File: src/spd_pkg.sv
// ----------------------------------------------------------------------------
// spd_pkg
// Shared constants and types for the sensor packet deframer.
// ----------------------------------------------------------------------------
`default_nettype none

package spd_pkg;

    // default sizing
    localparam int MAX_PAYLOAD_DEF = 64;
    localparam int MAX_RUN_DEF     = 8;

    // results per packet are capped by the 5-bit sample index
    localparam int MAX_RESULTS = 32;

    // configuration port
    localparam int CFG_IDX_W  = 3;
    localparam int CFG_DATA_W = 8;

    typedef enum logic [CFG_IDX_W-1:0] {
        REG_HEADER_BYTE    = 3'd0,
        REG_HEADER_LENGTH  = 3'd1,
        REG_TAIL_BYTE      = 3'd2,
        REG_TAIL_LENGTH    = 3'd3,
        REG_EXPECTED_BYTES = 3'd4,
        REG_SAMPLE_OFFSET  = 3'd5
    } cfg_reg_t;

    // register reset values
    localparam logic [7:0] HEADER_BYTE_RST    = 8'hFF;
    localparam logic [3:0] HEADER_LENGTH_RST  = 4'd2;
    localparam logic [7:0] TAIL_BYTE_RST      = 8'hFE;
    localparam logic [3:0] TAIL_LENGTH_RST    = 4'd2;
    localparam logic [6:0] EXPECTED_BYTES_RST = 7'd20;
    localparam logic [5:0] SAMPLE_OFFSET_RST  = 6'd2;

endpackage

`default_nettype wire

File: src/spd_ram.sv
// ----------------------------------------------------------------------------
// spd_ram
// Generic single-write, single-read memory with registered read data.
// ----------------------------------------------------------------------------
`default_nettype none

module spd_ram #(
    parameter int WIDTH = 8,
    parameter int DEPTH = 64
) (
    input  wire logic                     clk,
    input  wire logic                     wr_en,
    input  wire logic [$clog2(DEPTH)-1:0] wr_addr,
    input  wire logic [WIDTH-1:0]         wr_data,
    input  wire logic                     rd_en,
    input  wire logic [$clog2(DEPTH)-1:0] rd_addr,
    output logic      [WIDTH-1:0]         rd_data
);

    logic [WIDTH-1:0] mem [DEPTH];

    // write port
    always_ff @(posedge clk)
    begin
        if (wr_en)
        begin
            mem[wr_addr] <= wr_data;
        end
    end

    // registered read port, holds when not enabled
    always_ff @(posedge clk)
    begin
        if (rd_en)
        begin
            rd_data <= mem[rd_addr];
        end
    end

endmodule

`default_nettype wire

File: src/sensor_packet_deframer.sv
// ----------------------------------------------------------------------------
// sensor_packet_deframer
// Header/tail byte-stream deframer that emits 16-bit samples per packet.
// ----------------------------------------------------------------------------
// One received byte is taken per cycle while the block hunts for a header or
// collects payload. When a tail closes a packet whose payload length matches
// expected_bytes and holds at least one full sample, the block stops taking
// bytes and walks the payload memory through its single read port: it fetches
// the packet id, then for each sample reads the low byte, reads the high byte
// and presents the word, holding while the sink keeps out_ready low. Other
// packets leave the rx input open.
`default_nettype none

module sensor_packet_deframer #(
    parameter int MAX_PAYLOAD = spd_pkg::MAX_PAYLOAD_DEF,
    parameter int MAX_RUN     = spd_pkg::MAX_RUN_DEF
) (
    input  wire logic                           clk,
    input  wire logic                           rst_n,
    // configuration
    input  wire logic                           cfg_write,
    input  wire logic [spd_pkg::CFG_IDX_W-1:0]  cfg_index,
    input  wire logic [spd_pkg::CFG_DATA_W-1:0] cfg_data,
    // byte input
    input  wire logic                           in_valid,
    output logic                                in_ready,
    input  wire logic [7:0]                     rx_byte,
    // sample output
    output logic                                out_valid,
    input  wire logic                           out_ready,
    output logic      [7:0]                     packet_id,
    output logic      [4:0]                     sample_index,
    output logic signed [15:0]                  sample_value,
    output logic                                last_sample
);

    import spd_pkg::*;

    localparam int COUNT_SAT = MAX_PAYLOAD + MAX_RUN + 1;
    localparam int CNT_W     = $clog2(COUNT_SAT + 1);
    localparam int RUN_W     = $clog2(MAX_RUN + 1);
    localparam int AW        = $clog2(MAX_PAYLOAD);
    localparam int IW        = $clog2(MAX_PAYLOAD + 4);
    localparam int CMP_W     = IW + 7;
    localparam int SUM_W     = CNT_W + 8;

    typedef enum logic [4:0] {
        ST_RUN = 5'b00001,
        ST_ID  = 5'b00010,
        ST_LO  = 5'b00100,
        ST_HI  = 5'b01000,
        ST_OUT = 5'b10000
    } state_t;

    // configuration registers
    logic [7:0] header_byte_reg;
    logic [3:0] header_length_reg;
    logic [7:0] tail_byte_reg;
    logic [3:0] tail_length_reg;
    logic [6:0] expected_bytes_reg;
    logic [5:0] sample_offset_reg;

    // framing state
    state_t           state_reg, state_next;
    logic             in_packet_reg, in_packet_next;
    logic [RUN_W-1:0] header_run_reg, header_run_next;
    logic [RUN_W-1:0] tail_run_reg, tail_run_next;
    logic [CNT_W-1:0] count_reg, count_next;

    // sample walk state
    logic [IW-1:0]    idx_reg, idx_next;
    logic [4:0]       num_reg, num_next;
    logic [7:0]       id_reg, id_next;
    logic [7:0]       lo_reg, lo_next;

    // memory interface
    logic             wr_en;
    logic [AW-1:0]    wr_addr;
    logic             rd_en;
    logic [AW-1:0]    rd_addr;
    logic [7:0]       rd_data;

    // derived values
    logic [RUN_W-1:0] hlen;
    logic [RUN_W-1:0] tlen;
    logic [CNT_W-1:0] count_inc;
    logic [IW-1:0]    idx_plus1;
    logic [CMP_W-1:0] exp_wide;
    logic [CMP_W-1:0] offset_wide;
    logic             len_ok;
    logic             has_sample;
    logic             is_last;

    // clamp a run length to 1..MAX_RUN
    function automatic logic [RUN_W-1:0] clamp_run(input logic [3:0] len);
        logic [4:0] len5;
        logic [4:0] res;
        len5 = {1'b0, len};
        if (len5 == 5'd0)
        begin
            res = 5'd1;
        end
        else if (len5 > 5'(MAX_RUN))
        begin
            res = 5'(MAX_RUN);
        end
        else
        begin
            res = len5;
        end
        return res[RUN_W-1:0];
    endfunction

    // configuration writes
    always_ff @(posedge clk or negedge rst_n)
    begin
        if (!rst_n)
        begin
            header_byte_reg    <= HEADER_BYTE_RST;
            header_length_reg  <= HEADER_LENGTH_RST;
            tail_byte_reg      <= TAIL_BYTE_RST;
            tail_length_reg    <= TAIL_LENGTH_RST;
            expected_bytes_reg <= EXPECTED_BYTES_RST;
            sample_offset_reg  <= SAMPLE_OFFSET_RST;
        end
        else if (cfg_write)
        begin
            unique case (cfg_index)
                REG_HEADER_BYTE:    header_byte_reg    <= cfg_data;
                REG_HEADER_LENGTH:  header_length_reg  <= cfg_data[3:0];
                REG_TAIL_BYTE:      tail_byte_reg      <= cfg_data;
                REG_TAIL_LENGTH:    tail_length_reg    <= cfg_data[3:0];
                REG_EXPECTED_BYTES: expected_bytes_reg <= cfg_data[6:0];
                REG_SAMPLE_OFFSET:  sample_offset_reg  <= cfg_data[5:0];
                default:            ;
            endcase
        end
    end

    // shared derived terms
    assign hlen        = clamp_run(header_length_reg);
    assign tlen        = clamp_run(tail_length_reg);
    assign count_inc   = (count_reg < CNT_W'(COUNT_SAT)) ? count_reg + CNT_W'(1) : count_reg;
    assign idx_plus1   = idx_reg + IW'(1);
    assign exp_wide    = CMP_W'(expected_bytes_reg);
    assign offset_wide = CMP_W'(sample_offset_reg);

    // length check: expected length nonzero and within the store, payload plus tail must equal the closing count
    assign len_ok = (expected_bytes_reg != 7'd0)
                 && (SUM_W'(expected_bytes_reg) <= SUM_W'(MAX_PAYLOAD))
                 && (SUM_W'(count_inc) == SUM_W'(tlen) + SUM_W'(expected_bytes_reg));

    // at least one full sample fits before the end of the payload
    assign has_sample = (offset_wide + CMP_W'(1)) < exp_wide;

    // final sample: next one would not fit, or result cap reached
    assign is_last = ((CMP_W'(idx_reg) + CMP_W'(3)) >= exp_wide)
                  || (num_reg == 5'(MAX_RESULTS - 1));

    // payload store writes while collecting
    assign wr_en   = (state_reg == ST_RUN) && in_valid && in_packet_reg
                  && (count_reg < CNT_W'(MAX_PAYLOAD));
    assign wr_addr = count_reg[AW-1:0];

    // sequencer and framing
    always_comb
    begin
        state_next      = state_reg;
        in_packet_next  = in_packet_reg;
        header_run_next = header_run_reg;
        tail_run_next   = tail_run_reg;
        count_next      = count_reg;
        idx_next        = idx_reg;
        num_next        = num_reg;
        id_next         = id_reg;
        lo_next         = lo_reg;
        rd_en           = 1'b0;
        rd_addr         = '0;

        unique case (state_reg)
            ST_RUN:
            begin
                if (in_valid)
                begin
                    if (!in_packet_reg)
                    begin
                        // header hunt
                        if (rx_byte == header_byte_reg)
                        begin
                            if (header_run_reg + RUN_W'(1) >= hlen)
                            begin
                                in_packet_next  = 1'b1;
                                header_run_next = '0;
                                tail_run_next   = '0;
                                count_next      = '0;
                            end
                            else
                            begin
                                header_run_next = header_run_reg + RUN_W'(1);
                            end
                        end
                        else
                        begin
                            header_run_next = '0;
                        end
                    end
                    else
                    begin
                        // payload and tail detection
                        count_next = count_inc;
                        if (rx_byte != tail_byte_reg)
                        begin
                            tail_run_next = '0;
                        end
                        else if (tail_run_reg + RUN_W'(1) < tlen)
                        begin
                            tail_run_next = tail_run_reg + RUN_W'(1);
                        end
                        else
                        begin
                            in_packet_next  = 1'b0;
                            header_run_next = '0;
                            tail_run_next   = '0;
                            count_next      = '0;
                            if (len_ok && has_sample)
                            begin
                                idx_next   = offset_wide[IW-1:0];
                                num_next   = '0;
                                state_next = ST_ID;
                            end
                        end
                    end
                end
            end
            ST_ID:
            begin
                // fetch payload byte 0
                rd_en      = 1'b1;
                rd_addr    = '0;
                state_next = ST_LO;
            end
            ST_LO:
            begin
                // fetch low byte, first pass also latches the id
                rd_en   = 1'b1;
                rd_addr = idx_reg[AW-1:0];
                if (num_reg == 5'd0)
                begin
                    id_next = rd_data;
                end
                state_next = ST_HI;
            end
            ST_HI:
            begin
                // fetch high byte, latch low byte
                rd_en      = 1'b1;
                rd_addr    = idx_plus1[AW-1:0];
                lo_next    = rd_data;
                state_next = ST_OUT;
            end
            ST_OUT:
            begin
                if (out_ready)
                begin
                    if (is_last)
                    begin
                        state_next = ST_RUN;
                    end
                    else
                    begin
                        idx_next   = idx_reg + IW'(2);
                        num_next   = num_reg + 5'd1;
                        state_next = ST_LO;
                    end
                end
            end
            default:
            begin
                state_next = ST_RUN;
            end
        endcase
    end

    // control registers
    always_ff @(posedge clk or negedge rst_n)
    begin
        if (!rst_n)
        begin
            state_reg      <= ST_RUN;
            in_packet_reg  <= 1'b0;
            header_run_reg <= '0;
            tail_run_reg   <= '0;
            count_reg      <= '0;
            num_reg        <= '0;
        end
        else
        begin
            state_reg      <= state_next;
            in_packet_reg  <= in_packet_next;
            header_run_reg <= header_run_next;
            tail_run_reg   <= tail_run_next;
            count_reg      <= count_next;
            num_reg        <= num_next;
        end
    end

    // payload registers
    always_ff @(posedge clk)
    begin
        idx_reg <= idx_next;
        id_reg  <= id_next;
        lo_reg  <= lo_next;
    end

    // payload store
    spd_ram #(
        .WIDTH (8),
        .DEPTH (MAX_PAYLOAD)
    ) u_store (
        .clk     (clk),
        .wr_en   (wr_en),
        .wr_addr (wr_addr),
        .wr_data (rx_byte),
        .rd_en   (rd_en),
        .rd_addr (rd_addr),
        .rd_data (rd_data)
    );

    // handshake and result word; high byte sits in the store's read register
    assign in_ready     = (state_reg == ST_RUN);
    assign out_valid    = (state_reg == ST_OUT);
    assign packet_id    = id_reg;
    assign sample_index = num_reg;
    assign sample_value = signed'({rd_data, lo_reg});
    assign last_sample  = is_last;

endmodule

`default_nettype wire

File: config.mk
export PLATFORM = sky130hd
export DESIGN_NAME = sensor_packet_deframer
export DESIGN_NICKNAME = d
export VERILOG_FILES = /design/src/spd_pkg.sv /design/src/spd_ram.sv /design/src/sensor_packet_deframer.sv
export SDC_FILE = /design/constraint.sdc
export NUM_CORES = 1
export LEC_CHECK = 0
export BUFFER_PORTS_ARGS = -buffer_cell sky130_fd_sc_hd__buf_2
export CORE_ASPECT_RATIO = 1.2
export CORE_UTILIZATION = 27
export DETAILED_ROUTE_END_ITERATION = 8
export MAX_ROUTING_LAYER = met4
export PLACE_DENSITY = 0.48
export SLEW_MARGIN = 5
export SYNTH_ARGS = -nofsm -noshare
export SYNTH_HDL_FRONTEND = slang
export SYNTH_SLANG_ARGS = --single-unit
export TNS_END_PERCENT = 30
File: constraint.sdc
create_clock -name clk -period 8.7 [get_ports clk]
set_input_delay 1.305 -clock clk [delete_from_list [all_inputs] [get_ports clk]]
set_output_delay 1.305 -clock clk [all_outputs]
set_load 0.01 [all_outputs]
==> run_results.csv, run 1 <==
group,metric,value,unit
timing,finalCritPeriodShare,56.70,%
synth,synthFlopType,"edfxtp_1",
global_route,antenna_found_initial,3,
clock_network,cts_buffers,67,
die,initial_core_util,27.29,%
critical_path,crit_path_start_kind,"flip-flop",
global_route,grt_overflow,0,
job,maxCapViolCount,0,
critical_path,cp.required,7390,ps
clock_network,cts_hold_buf,0,
global_route,grt_max_degree,225,
drt,dr.first_iter.drc_count,1601,
die,fp.dieW,287.6,µm
place,port_buffers,55,
clock_network,clk_latency,620,ps
place,placed_cells,3248,
critical_path,arrival,3630,ps
timing,fmax,202.7,MHz
power_and_ir_drop,powerDensity,212.0,nW/µm²
power_and_ir_drop,ir_drop,0.0001337,V
timing,setup_viol,0,
die,dieArea,99120,µm²
timing,relSlewSlack,17.84,%
clock_network,cts.clk_slew.worst_paths,60,ps
timing,finalHoldViolCount,0,
drt,avgViaCountPerCell,5.207,
timing,finalSetupTns,0,ps
timing,period_needed,4933,ps
synth,syn-num-nets,2099,
finish,antenna_cells,0,
finish,drive_above_1_share,12.38,%
synth,synth-edff-count,543,
power_and_ir_drop,leakagePower,10.23,nW
finish,largest_reg_flops,512,
synth,synthArstFlopShare,10.40,%
drt,wl,76.70,mm
clock_network,cts_resized,0,
synth,syn_avg_cell_area,12.96,µm²
finish,final_common_cell,"edfxtp_1",
critical_path,worstSetupEndpointType,"primary output",
clock_network,post_cts_buffers,0,
finish,area_growth,13.89,%
timing,hold_slack,515.2,ps
critical_path,worstPathMaxFanout,40,
drt,vias,17550,
synth,yosysUniqueCellTypes,74,
clock_network,cts_root_buffer,"clkbuf_16",
clock_network,tritoncts,"built",
drt,dr.pass1.iters,7,
synth,synth.ff_latch_count,606,
drt,wl_per_cell,22.75,µm
die,die_h,344.7,µm
timing,maxSlewViolCount,0,
clock_network,cts_sinks,606,
clock_network,cts_max_path_buffers,3,
global_route,track_usage,15.62,%
global_route,grt_pass1_vias,17360,
finish,final_nets,2107,
finish,largest-register,"u_store.mem",
clock_network,htree_levels,3,
timing,finClkSkew,30.53,ps
synth,seq_area_frac_synth,67.78,%
place,gp_congestion,0.8033,
run_status,status,"finished clean",
global_route,grt_pass1_wl,113.1,mm
die,core_area,96810,µm²
finish,layout.cells.non_filler,3371,
drt,postRouteAntennaNets,0,
timing,rsz0062_at_grt,"no",
synth,syn_area,26420,µm²
timing,worstMarginPinSlew,1215,ps
worst_hold_path,min_path_type,"flip-flop to flip-flop",
die,num_rows,125,
synth,syn_inst,2039,
die,io_pins,56,
finish,final_cell_mix,"edfxtp_1 (543), nand2_1 (278), a21oi_1 (261)",
synth,yosysWarnings,0,
critical_path,critPathKind,"flip-flop to primary output",
place,dp_hpwl,45.24,mm
drt,drc,0,
==> per-layer routing <==
metal	track usage, %	vias to the layer above	part of all wire, %
met1	19.62	9019	42
met2	26.24	522	50
met3	2.045	92	4.9
li1	-	7919	-
met5	-	-	0
met4	4.422	0	2.2
==> metrics by stage <==
stage | power [mW] | setup WS, ps | utilization, % | area, µm²
floorplan | 3.494 | 4740 | - | 26420
global placement | 3.623 | 3775 | 28.86 | 27940
detailed placement | 3.631 | 3842 | 28.86 | 27940
CTS | 6.444 | 3737 | 31.09 | 30090
global route | 6.587 | 3478 | 31.09 | 30090
finish | 6.378 | 3767 | 31.09 | 30090
==> Yosys cell counts, drive strengths merged, types with 4 or more instances <==
library cell,instances,share of area [%]
o21a,4,0.11
nor2,123,1.8
o221ai,7,0.26
xnor2,25,0.83
inv,22,0.31
dfstp,21,2.1
nand3,29,0.55
nor3,18,0.36
mux2,30,1.3
a221oi,72,2.4
and3,6,0.14
or4,4,0.11
a21oi,263,5.0
o21ai,62,1.2
edfxtp,543,62
nor4,8,0.27
nand2,278,3.9
dfrtp,42,4.0
nand3b,4,0.11
o22ai,14,0.33
a21o,11,0.31
a32o,4,0.15
or3,8,0.19
o32a,6,0.23
buf,86,1.7
nand4,11,0.26
nor2b,5,0.12
nand4b,4,0.13
xor2,20,0.66
a221o,40,1.5
ha,35,1.7
nand2b,9,0.21
o211ai,30,0.85
o32ai,58,2.0
a22oi,28,0.80
o31ai,7,0.20
clkbuf,63,0.90
==> final timing paths <==
path,start,endpoint,slack [ps],cells after the start
worst max-delay path,idx_reg[0]$_DFFE_PP_,last_sample,3770,12
worst min-delay path,tail_length_reg[0]$_DFFE_PN0P_,tail_length_reg[0]$_DFFE_PN0P_,520,1
worst max register to register,idx_reg[0]$_DFFE_PP_,u_store.rd_data[7]$_DFFE_PP_,3870,13
worst min register to register,tail_length_reg[0]$_DFFE_PN0P_,tail_length_reg[0]$_DFFE_PN0P_,520,1
max in group asynchronous,rst_n,sample_offset_reg[3]$_DFFE_PN0P_,7230,2
min in group asynchronous,rst_n,sample_index[1]$_DFFE_PN0P_,840,2
==> power breakdown <==
group          internal [mW]  switching [mW]
Clock                   1.64            1.17
Combinational          0.118           0.180
Sequential              3.23          0.0390
Total                   4.99            1.39
==> cells by family (layout without fill, tap and decap cells) <==
logic type,count (synthesis),in the layout,synth area share (%)
compound gates,629,629,16.12
xor+xnor,45,45,1.492
fa+ha+maj,36,36,1.733
buf+inv,171,233,2.912
flops,606,606,67.78
mux,30,30,1.279
simple gates,522,522,8.685
==> worst max-delay path: stages (launching register included) <==
cell      delay [ps]
edfxtp_1         360
buf_4            280
inv_1            100
buf_4            410
ha_1             330
nor2_1            80
xor2_1           150
ha_1             200
a21o_1           170
a211o_1          290
a31oi_1          170
o21ai_1          240
buf_2            220
==> area by class of cell <==
| type | instances | area (µm²) |
|---|---|---|
| sequential | 606 | 17910 |
| timing repair buffer | 88 | 548.0 |
| clock inverter | 36 | 360.3 |
| multi-input combinational | 1262 | 7811 |
| clock buffer | 87 | 1794 |
| fill | 9580 | 66720 |
| inverter | 22 | 82.58 |
| tap | 1270 | 1589 |
No activity file was read; power rests on OpenSTA's default activity.
==> run 2: changes to the inputs <==
==> constraint.sdc (replaced) <==
create_clock -name clk -period 4.8 [get_ports clk]
set_input_delay 0.72 -clock clk [delete_from_list [all_inputs] [get_ports clk]]
set_output_delay 0.72 -clock clk [all_outputs]
set_load 0.01 [all_outputs]
==> run 2 against run 1 <==
Setup slack got worse by 3100 ps. First-iteration DRC count fell by 6.0%. Clock skew fell by 9.9 ps. Clock power rose by 83%. Global-route usage rose by 0.19 points. Routed wire length rose by 0.65%. Total power rose by 82%. Die area did not move. Combinational power rose by 86%. Critical path type unchanged. Largest cell class unchanged.
==> run_results.csv, run 2 (same netlist as run 1, synthesis figures left out) <==
group,metric,value,unit
timing,maxSlewViolCount,0,
clock_network,cts.clk_slew.worst_paths,60,ps
finish,area_growth,15.04,%
drt,wl,77.20,mm
power_and_ir_drop,ir_drop,0.0001855,V
place,port_buffers,55,
power_and_ir_drop,p_seq_share,51.0,%
finish,final_cell_mix,"edfxtp_1 (543), nand2_1 (278), a21oi_1 (261)",
drt,vias,17710,
timing,fmax,244.8,MHz
timing,finalSetupTns,0,ps
clock_network,cts_root_buffer,"clkbuf_16",
drt,avgViaCountPerCell,5.209,
global_route,grt_max_degree,86,
timing,setup_viol,0,
power_and_ir_drop,pwr-share-clk,44.2,%
finish,num-fill-cells,9516,
die,core_area,96810,µm²
critical_path,crit_chain,"ha_1 -> a21oi_1 -> nor2_1 -> xor2_1 -> ha_1 -> a21o_1 -> a211o_1 -> a31oi_1 -> o21ai_1 -> buf_2",
global_route,track_usage,15.81,%
clock_network,cts_max_path_buffers,3,
drt,dr.first_iter.drc_count,1505,
place,dp_hpwl,48.68,mm
finish,antenna_cells,0,
power_and_ir_drop,combPwrFrac,4.8,%
timing,finalHoldViolCount,0,
die,fp.dieW,287.6,µm
clock_network,post_cts_buffers,0,
timing,worstMarginPinSlew,1179,ps
power_and_ir_drop,leakagePower,10.42,nW
place,gp_congestion,0.8268,
clock_network,cts_buffers,68,
finish,final_nets,2138,
die,dieArea,99120,µm²
critical_path,cpMostUsedCell,"ha_1",
drt,wl_per_cell,22.71,µm
critical_path,arrival,3370,ps
finish,largest-register,"u_store.mem",
die,num_rows,125,
clock_network,cts_hold_buf,0,
critical_path,reg2reg_slack,770,ps
global_route,grt_overflow,0,
timing,period_needed,4085,ps
finish,largest_reg_flops,512,
clock_network,htree_levels,3,
clock_network,tritoncts,"built",
power_and_ir_drop,power.internal,9.096,mW
global_route,antenna_found_initial,1,
critical_path,cp.required,4080,ps
timing,worst_slack,714.8,ps
die,die_h,344.7,µm
global_route,grt_pass1_vias,17590,
die,io_pins,56,
global_route,grt_pass1_wl,114.4,mm
timing,finClkSkew,20.61,ps
drt,postRouteAntennaNets,0,
critical_path,crit_path_start_kind,"flip-flop",
power_and_ir_drop,powerDensity,382.1,nW/µm²
critical_path,critPathKind,"flip-flop to primary output",
place,pre_cts_ws,811.2,ps
drt,dr.pass1.iters,5,
timing,rsz0062_at_grt,"no",
critical_path,worstPathMaxFanout,9,
power_and_ir_drop,p_sw,2.519,mW
timing,hold_slack,31.95,ps
timing,relSlewSlack,20.95,%
drt,drc,0,
clock_network,clk_latency,600,ps
job,maxCapViolCount,0,
critical_path,worstSetupEndpointType,"primary output",
power_and_ir_drop,swShare,21.69,%
run_status,status,"finished clean",
timing,finalCritPeriodShare,85.11,%
finish,drive_above_1_share,13.76,%
clock_network,cts_sinks,606,
finish,final_common_cell,"edfxtp_1",
worst_hold_path,min_path_type,"input pin to asynchronous set/reset pin",
critical_path,crit_slowest_cell,"edfxtp_1",
critical_path,max_stage_delay,590,ps
die,initial_core_util,27.29,%
clock_network,cts_resized,0,
-- run 2: power groups by stage --
stage | Sequential [mW] | Combinational, mW | Clock (mW)
global route | 5.93 | 0.622 | 5.43
CTS | 5.92 | 0.567 | 5.23
global placement | 6.03 | 0.552 | 0
finish | 5.92 | 0.554 | 5.14
floorplan | 6.00 | 0.330 | 0
detailed placement | 6.03 | 0.564 | 0
-- run 2: layout make-up --
cell class              instances  area [µm²]  share of cell area (%)
multi-input cells            1262        7811                   25.70
clock inverters                38       339.1                   1.115
repair buffers                118       835.8                   2.750
inverters                      22       82.58                  0.2717
flip-flops and latches        606       17910                   58.91
well taps                    1270        1589                   5.227
clock buffers                  83        1832                   6.026
-- run 2: path summary, 6_finish.rpt --
kind                                              startpoint                                end  cells after the start
min in group clk                                 cfg_data[4]  expected_bytes_reg[4]$_DFFE_PN1P_                      3
max in group asynchronous                              rst_n   header_length_reg[3]$_DFFE_PN0P_                      2
worst max-delay path                    idx_reg[2]$_DFFE_PP_                        last_sample                     10
worst max register to register      state_reg[1]$_DFFE_PN0P_       u_store.rd_data[2]$_DFFE_PP_                      7
worst min-delay path                                   rst_n        sample_index[4]$_DFFE_PN0P_                      1
worst min register to register  u_store.rd_data[6]$_DFFE_PP_                lo_reg[6]$_DFFE_PN_                      0
-- run 2: worst max-delay path, delay by kind of cell (launching register included) --
kind	cells	cell delay [ps]
fa+ha+maj	2	660
buf+inv	1	210
xor+xnor	1	160
compound gates	5	1040
flops	1	590
simple gates	1	110
-- run 2: routing by layer --
layer / wire, µm / GRT usage, %
met4: 1706 / 4.532
met3: 4099 / 1.781
met5: 0 / -
met2: 38790 / 26.62
met1: 32600 / 19.99
-- run 2: per-stage QoR --
step | total power [mW] | utilization [%] | area (µm²) | instances
2_1_floorplan | 6.333 | - | 26420 | 2039
3_3_place_gp | 6.583 | 29.16 | 28230 | 3278
3_5_place_dp | 6.596 | 29.16 | 28230 | 3278
5_1_grt | 11.98 | 31.40 | 30400 | 3399
6_report | 11.61 | 31.40 | 30400 | 3399
4_1_cts | 11.72 | 31.40 | 30400 | 3399
